$ cat config.mk
export PLATFORM = sky130hd
export DESIGN_NAME = gbfas_ctrl
export DESIGN_NICKNAME = d
export VERILOG_FILES = /design/src/rtl/gbfas_pkg.sv /design/src/rtl/gbfas_ctrl.sv
export SDC_FILE = /design/constraint.sdc
export NUM_CORES = 1
export LEC_CHECK = 0
export ABC_AREA = 0
export BUFFER_PORTS_ARGS = -buffer_cell sky130_fd_sc_hd__buf_2
export CAP_MARGIN = 20
export CORE_UTILIZATION = 55
export CTS_BUF_LIST = sky130_fd_sc_hd__clkbuf_4
export CTS_CLUSTER_SIZE = 24
export DETAILED_ROUTE_END_ITERATION = 8
export PLACE_DENSITY = 0.87
export SETUP_SLACK_MARGIN = 0.4
export SYNTH_ARGS = -nofsm -noshare
export SYNTH_HDL_FRONTEND = slang
export SYNTH_SLANG_ARGS = --single-unit
$ cat constraint.sdc
create_clock -name i_clk -period 4.6 [get_ports i_clk]
set_input_delay 0 -clock i_clk [delete_from_list [all_inputs] [get_ports i_clk]]
set_output_delay 0 -clock i_clk [all_outputs]
set_load 0.05 [all_outputs]
$ cat src/rtl/gbfas_pkg.sv
// ----------------------------------------------------------------------------
// gbfas_pkg
// Shared sizes, codes and controller/datapath bundles for the grid keypoint
// store with area search.
// ----------------------------------------------------------------------------
package gbfas_pkg;

    // Grid and store geometry
    localparam int GRID_COLS   = 64;
    localparam int GRID_ROWS   = 48;
    localparam int MAX_KEYS    = 1024;
    localparam int MAX_MATCHES = 64;

    localparam int NUM_CELLS = GRID_COLS * GRID_ROWS;
    localparam int COL_W     = (GRID_COLS > 1) ? $clog2(GRID_COLS) : 1;
    localparam int ROW_W     = (GRID_ROWS > 1) ? $clog2(GRID_ROWS) : 1;
    localparam int CELL_W    = (NUM_CELLS > 1) ? $clog2(NUM_CELLS) : 1;
    localparam int KEY_W     = $clog2(MAX_KEYS);
    localparam int CNT_W     = KEY_W + 1;
    localparam int N_W       = $clog2(MAX_MATCHES + 1);

    // Field widths
    localparam int CRD_W  = 17;
    localparam int RAD_W  = 16;
    localparam int SCL_W  = 17;
    localparam int ST_W   = 3;
    localparam int OUT_CW = 6;
    localparam int OUT_RW = 6;

    // Fixed-point arithmetic: (19b signed offset) x (18b signed scale)
    localparam int OPA_W  = CRD_W + 2;
    localparam int PROD_W = OPA_W + SCL_W + 1;
    localparam int FRAC   = 20;
    localparam int VAL_W  = PROD_W - FRAC;

    // APB register map
    localparam int REG_W   = 2;
    localparam int PADDR_W = REG_W + 2;
    localparam int PDATA_W = 32;

    localparam logic [SCL_W-1:0] SCALE_RST = SCL_W'(6554);

    typedef enum logic [1:0] {
        ACT_CLEAR  = 2'd0,
        ACT_INSERT = 2'd1,
        ACT_QUERY  = 2'd2
    } t_action;

    typedef enum logic [ST_W-1:0] {
        ST_INSERTED = 3'd0,
        ST_OUTSIDE  = 3'd1,
        ST_MATCH    = 3'd2,
        ST_NO_MATCH = 3'd3,
        ST_CLEARED  = 3'd4,
        ST_FULL     = 3'd5
    } t_status;

    typedef enum logic [2:0] {
        MK_COL = 3'd0,
        MK_ROW = 3'd1,
        MK_X0  = 3'd2,
        MK_X1  = 3'd3,
        MK_Y0  = 3'd4,
        MK_Y1  = 3'd5
    } t_mkind;

    typedef enum logic [REG_W-1:0] {
        REG_ORIGIN_X = 2'd0,
        REG_ORIGIN_Y = 2'd1,
        REG_SCALE_X  = 2'd2,
        REG_SCALE_Y  = 2'd3
    } t_reg;

    typedef enum logic [4:0] {
        S_SWEEP, S_IDLE,
        S_INS, S_I1, S_I2, S_I3, S_I4,
        S_Q0, S_Q1, S_Q2, S_Q3, S_QW, S_SPAN,
        S_CRD, S_CCHK, S_KRD, S_KCHK, S_ADV, S_FIN,
        S_RESP
    } t_state;

    // Commands from controller to datapath
    typedef struct packed {
        logic    latch_in;
        logic    cnt_clr;
        logic    sweep_start;
        logic    sweep_go;
        logic    key_wr;
        logic    mul_go;
        t_mkind  mul_kind;
        logic    cell_rd_ins;
        logic    cell_wr_ins;
        logic    q_init;
        logic    cell_rd_q;
        logic    j_head;
        logic    key_rd;
        logic    j_next;
        logic    take;
        logic    adv_row;
        logic    adv_col;
        logic    push;
        t_status code;
        logic    trunc;
        logic    last;
    } t_cmd;

    // Status from datapath to controller
    typedef struct packed {
        logic sweep_last;
        logic full;
        logic in_grid;
        logic span_empty;
        logic cell_nonempty;
        logic key_match;
        logic at_tail;
        logic n_full;
        logic n_zero;
        logic iy_end;
        logic ix_end;
        logic out_free;
    } t_sts;

endpackage

$ cat src/rtl/gbfas_ctrl.sv
// ----------------------------------------------------------------------------
// gbfas_ctrl
// Sequencer for clear, insert and area query; drives the datapath by command.
// ----------------------------------------------------------------------------
module gbfas_ctrl
    import gbfas_pkg::*;
(
    input  logic       i_clk,
    input  logic       i_rst_n,
    input  logic       i_in_valid,
    input  logic [1:0] i_action,
    input  t_sts       i_sts,
    output logic       o_in_ready,
    output t_cmd       o_cmd
);

    t_state  r_state, n_state;
    t_status r_code, n_code;
    logic    r_after, n_after;
    logic    r_cut, n_cut;
    logic    w_proceed;

    // A match either moves on, or waits for the output register
    assign w_proceed = !i_sts.key_match ||
                       (!i_sts.n_full && (i_sts.n_zero || i_sts.out_free));

    always_ff @(posedge i_clk) begin
        if (!i_rst_n) begin
            r_state <= S_SWEEP;
            r_code  <= ST_CLEARED;
            r_after <= 1'b0;
            r_cut   <= 1'b0;
        end else begin
            r_state <= n_state;
            r_code  <= n_code;
            r_after <= n_after;
            r_cut   <= n_cut;
        end
    end

    // Next state
    always_comb begin
        n_state = r_state;
        n_code  = r_code;
        n_after = r_after;
        n_cut   = r_cut;
        unique case (r_state)
            S_SWEEP: begin
                if (i_sts.sweep_last) begin
                    n_state = r_after ? S_RESP : S_IDLE;
                end
            end
            S_IDLE: begin
                if (i_in_valid) begin
                    case (t_action'(i_action))
                        ACT_CLEAR: begin
                            n_state = S_SWEEP;
                            n_after = 1'b1;
                            n_code  = ST_CLEARED;
                        end
                        ACT_INSERT: n_state = S_INS;
                        ACT_QUERY:  n_state = S_Q0;
                        default:    n_state = S_IDLE;
                    endcase
                end
            end
            S_INS: begin
                if (i_sts.full) begin
                    n_state = S_RESP;
                    n_code  = ST_FULL;
                end else begin
                    n_state = S_I1;
                end
            end
            S_I1: n_state = S_I2;
            S_I2: n_state = S_I3;
            S_I3: begin
                if (i_sts.in_grid) begin
                    n_state = S_I4;
                end else begin
                    n_state = S_RESP;
                    n_code  = ST_OUTSIDE;
                end
            end
            S_I4: begin
                n_state = S_RESP;
                n_code  = ST_INSERTED;
            end
            S_Q0: n_state = S_Q1;
            S_Q1: n_state = S_Q2;
            S_Q2: n_state = S_Q3;
            S_Q3: n_state = S_QW;
            S_QW: n_state = S_SPAN;
            S_SPAN: begin
                n_cut = 1'b0;
                if (i_sts.span_empty) begin
                    n_state = S_RESP;
                    n_code  = ST_NO_MATCH;
                end else begin
                    n_state = S_CRD;
                end
            end
            S_CRD: n_state = S_CCHK;
            S_CCHK: n_state = i_sts.cell_nonempty ? S_KRD : S_ADV;
            S_KRD: n_state = S_KCHK;
            S_KCHK: begin
                if (i_sts.key_match && i_sts.n_full) begin
                    n_state = S_FIN;
                    n_cut   = 1'b1;
                end else if (w_proceed) begin
                    n_state = i_sts.at_tail ? S_ADV : S_KRD;
                end
            end
            S_ADV: begin
                if (i_sts.iy_end && i_sts.ix_end) begin
                    n_state = S_FIN;
                end else begin
                    n_state = S_CRD;
                end
            end
            S_FIN: begin
                if (i_sts.n_zero) begin
                    n_state = S_RESP;
                    n_code  = ST_NO_MATCH;
                end else if (i_sts.out_free) begin
                    n_state = S_IDLE;
                end
            end
            S_RESP: begin
                if (i_sts.out_free) begin
                    n_state = S_IDLE;
                    n_after = 1'b0;
                end
            end
            default: n_state = S_IDLE;
        endcase
    end

    // Commands
    always_comb begin
        o_cmd      = '0;
        o_cmd.code = r_code;
        o_in_ready = 1'b0;
        unique case (r_state)
            S_SWEEP: o_cmd.sweep_go = 1'b1;
            S_IDLE: begin
                o_in_ready = 1'b1;
                if (i_in_valid) begin
                    o_cmd.latch_in = 1'b1;
                    if (t_action'(i_action) == ACT_CLEAR) begin
                        o_cmd.sweep_start = 1'b1;
                        o_cmd.cnt_clr     = 1'b1;
                    end
                end
            end
            S_INS: begin
                if (!i_sts.full) begin
                    o_cmd.key_wr   = 1'b1;
                    o_cmd.mul_go   = 1'b1;
                    o_cmd.mul_kind = MK_COL;
                end
            end
            S_I1: begin
                o_cmd.mul_go   = 1'b1;
                o_cmd.mul_kind = MK_ROW;
            end
            S_I2: o_cmd.mul_kind = MK_COL;
            S_I3: o_cmd.cell_rd_ins = i_sts.in_grid;
            S_I4: o_cmd.cell_wr_ins = 1'b1;
            S_Q0: begin
                o_cmd.mul_go   = 1'b1;
                o_cmd.mul_kind = MK_X0;
            end
            S_Q1: begin
                o_cmd.mul_go   = 1'b1;
                o_cmd.mul_kind = MK_X1;
            end
            S_Q2: begin
                o_cmd.mul_go   = 1'b1;
                o_cmd.mul_kind = MK_Y0;
            end
            S_Q3: begin
                o_cmd.mul_go   = 1'b1;
                o_cmd.mul_kind = MK_Y1;
            end
            S_QW: o_cmd.mul_kind = MK_COL;
            S_SPAN: o_cmd.q_init = !i_sts.span_empty;
            S_CRD: o_cmd.cell_rd_q = 1'b1;
            S_CCHK: o_cmd.j_head = i_sts.cell_nonempty;
            S_KRD: o_cmd.key_rd = 1'b1;
            S_KCHK: begin
                if (!(i_sts.key_match && i_sts.n_full) && w_proceed) begin
                    o_cmd.j_next = !i_sts.at_tail;
                    if (i_sts.key_match) begin
                        o_cmd.take = 1'b1;
                        o_cmd.push = !i_sts.n_zero;
                        o_cmd.code = ST_MATCH;
                    end
                end
            end
            S_ADV: begin
                o_cmd.adv_row = !i_sts.iy_end;
                o_cmd.adv_col = i_sts.iy_end && !i_sts.ix_end;
            end
            S_FIN: begin
                o_cmd.code  = ST_MATCH;
                o_cmd.trunc = r_cut;
                o_cmd.last  = 1'b1;
                o_cmd.push  = !i_sts.n_zero && i_sts.out_free;
            end
            S_RESP: begin
                o_cmd.last = 1'b1;
                o_cmd.push = i_sts.out_free;
            end
            default: o_cmd = '0;
        endcase
    end

endmodule

==> metrics.txt <==
Overflow after GRT=0; n_diodes=0; crit path kind=flop to output pin; worst skew pair latency=0.26 ns; largest net degree at the start of global routing=29; Yosys reg bits=10; Layout area overhead=16.86%; clk slew on worst S/H paths=0.07 ns; crit start category=flop; die span in y=48.90 microns; GP Congestion=0.9481; first-pass GRT wire length=5.934 mm; Sw Share=46.96%; number of I/O port buffers=42; clk root buf=clkbuf_4; num ports=43; switching power total=0.1596 mW; Avg Cell Area, Syn=7.117 sq um; PwrDens=240.4 nW/um^2; Initial DRT Pass Iterations=5; Slew Viols, Final=0; Combinational Power Share=47.6%; Max-cap violations=0; VDD IR max=0.2119 mV; hold_buf cts=0; Main synth FF type=dfxtp_1; initial cell density of the core=59.84%; worst-case clock buffer depth=2; status=finished clean; asr flop ratio synth=0%; Synth Area in Adders=3.102%; YS warnings=0; total CTS buffers=3; Final Critical Period=2.375 ns; antenna violations before repair=0; Die X=48.90 microns; post-synth top area cell=dfxtp_1; register area share after synthesis=16.55%; register share of total power=33.4%; synthesized cell area=1210 sq um; WP data arrival=2.37 ns; H-tree depth=1; via count=1,458; Fin. Hold Viols=0; DR DRC count=0; Layout Skew=0.0005674 ns; post-synthesis cell count=170; Worst Hold Class=input pin to flop; RSZ-0062 raised after global routing=no; Fmax achieved=421.1 MHz; top cells by area, synth=dfxtp_1, a21oi_1, nand2_1; post-CTS setup buffers=0; Synth Net Count=190; Core ar.=2022 sq um; Crit Path Max Fanout=28; final setup margin=2.225 ns; area fraction in compound gates after synthesis=30.09%; final setup vio count=0; HPWL after DPL=2.747 mm; Clk pwr share=19.0%; worst-margin pin slew=0.8947 ns; Worst setup EP type=output pin; total negative slack=0 ns; Synth top area share=16.55%; number of enable flip-flop cells after synthesis=0; fin nets=226; Max-slew headroom=40.27%; CP required=4.60 ns; Detailed Route WL=3.623 mm; xor/xnor share of the synthesized area=1.448%; Leak=0.6727 nW; mux share of post-synthesis cell area=1.655%; total clock sinks=10; Unique masters post-synth=54; DR iter-0 viols=124; largest family of logic cells by synthesized area=simple AND/OR/NAND/NOR gates; simple-gate share of the synthesized area=38.57%; post-cts resize count=0; vias in the first global route=1,333; final antenna-violating net count=0; crit share post-route=51.62%; layout cells sized above 1=29.27%; Die ar.=2391 sq um; WL/cell=15.62 microns; Internal=0.1803 mW; pre-CTS setup slack=2.466 ns; FP Rows=16; CTS tree=built; Vias/cell=6.284; GRT Overall Usage=31.76%
## synth_stat cells, drive strengths merged (2+ instances only)
| master | number |
|---|---|
| nand2 | 21 |
| a21oi | 17 |
| dfxtp | 10 |
| inv | 10 |
| nor2b | 9 |
| o21ai | 9 |
| buf | 8 |
| nor2 | 8 |
| and2 | 7 |
| and3 | 6 |
| nor3b | 6 |
| nand2b | 4 |
| nor3 | 4 |
| o22ai | 4 |
| or2 | 4 |
| a211oi | 3 |
| a22oi | 3 |
| clkbuf | 3 |
| ha | 3 |
| a2111oi | 2 |
| a221oi | 2 |
| and4 | 2 |
| mux2i | 2 |
| nand3 | 2 |
| o41ai | 2 |
| or3 | 2 |
## power by group through the flow
stage	Sequential [mW]	Combinational, mW	Clock [mW]
2_1_floorplan	0.0968	0.141	0
3_3_place_gp	0.114	0.154	0
3_5_place_dp	0.114	0.158	0
4_1_cts	0.112	0.159	0.0645
5_1_grt	0.115	0.174	0.0696
6_report	0.114	0.162	0.0646
## final cells by class
class	instances	area [sq um]
multi-input combinational	139	905.9
fill	179	608.1
timing repair buffer	42	210.2
sequential	10	200.2
inverter	10	37.54
tap	27	33.78
clock buffer	3	22.52
clock inverter	1	3.754
## cells in the final DEF (no fill, tap or decap), drive strengths merged, types with 6 or more instances in the layout
cell type and n:
a21oi 17, and2 7, and3 6, buf 42, dfxtp 10, inv 10, nand2 21, nor2 8
nor2b 9, nor3b 6, o21ai 9
## flip-flops by register name, indices dropped and copies added (netlist names)
| signal | count |
|---|---|
| r_state | 5 |
| r_code | 3 |
| r_cut | 1 |
| r_after | 1 |
## kinds of logic after synthesis
kind of cell    Yosys count
flops                    10
simple gates             80
buf+inv                  21
fa+ha+maj                 3
mux                       2
compound gates           52
xor+xnor                  2
## metrics by stage
| step | util [%] | power [mW] | instance area (sq um) | hold WS [ns] | instances |
|---|---|---|---|---|---|
| floorplan | - | 0.2377 | 1210 | 0.07141 | 170 |
| global placement | 68.63 | 0.2681 | 1388 | 0.3285 | 228 |
| detailed placement | 68.63 | 0.2726 | 1388 | 0.3427 | 228 |
| CTS | 69.93 | 0.3362 | 1414 | 0.06204 | 232 |
| global route | 69.93 | 0.3584 | 1414 | 0.06454 | 232 |
| finish | 69.93 | 0.3400 | 1414 | 0.06460 | 232 |
## worst max-delay path, stage by stage (launching register included)
cell      delay, ns
dfxtp_1        0.91
nor3_1         0.19
and2_1         0.25
and3_1         0.23
a211oi_1       0.23
a21oi_1        0.06
buf_2          0.24
## layer usage
layer	GRT usage (%)	routed length, microns	vias up
li1	-	-	683
met1	39.02	1349	642
met2	55.32	1692	117
met3	5.607	476	16
met4	10.78	105	0
met5	0	0	-
## worst paths after layout
| kind | from | cells after the start | endpoint | slack (ns) |
|---|---|---|---|---|
| worst min register to register | r_code[0]$_SDFFE_PN0P_ | 2 | r_code[0]$_SDFFE_PN0P_ | 0.50 |
| worst max register to register | r_state[3]$_SDFFE_PN0P_ | 5 | r_code[0]$_SDFFE_PN0P_ | 2.39 |
| worst min-delay path | i_rst_n | 2 | r_code[2]$_SDFFE_PN1P_ | 0.06 |
| worst max-delay path | r_state[3]$_SDFFE_PN0P_ | 6 | o_cmd[3] | 2.23 |
Note: power is estimated with default switching activity, not from simulation.
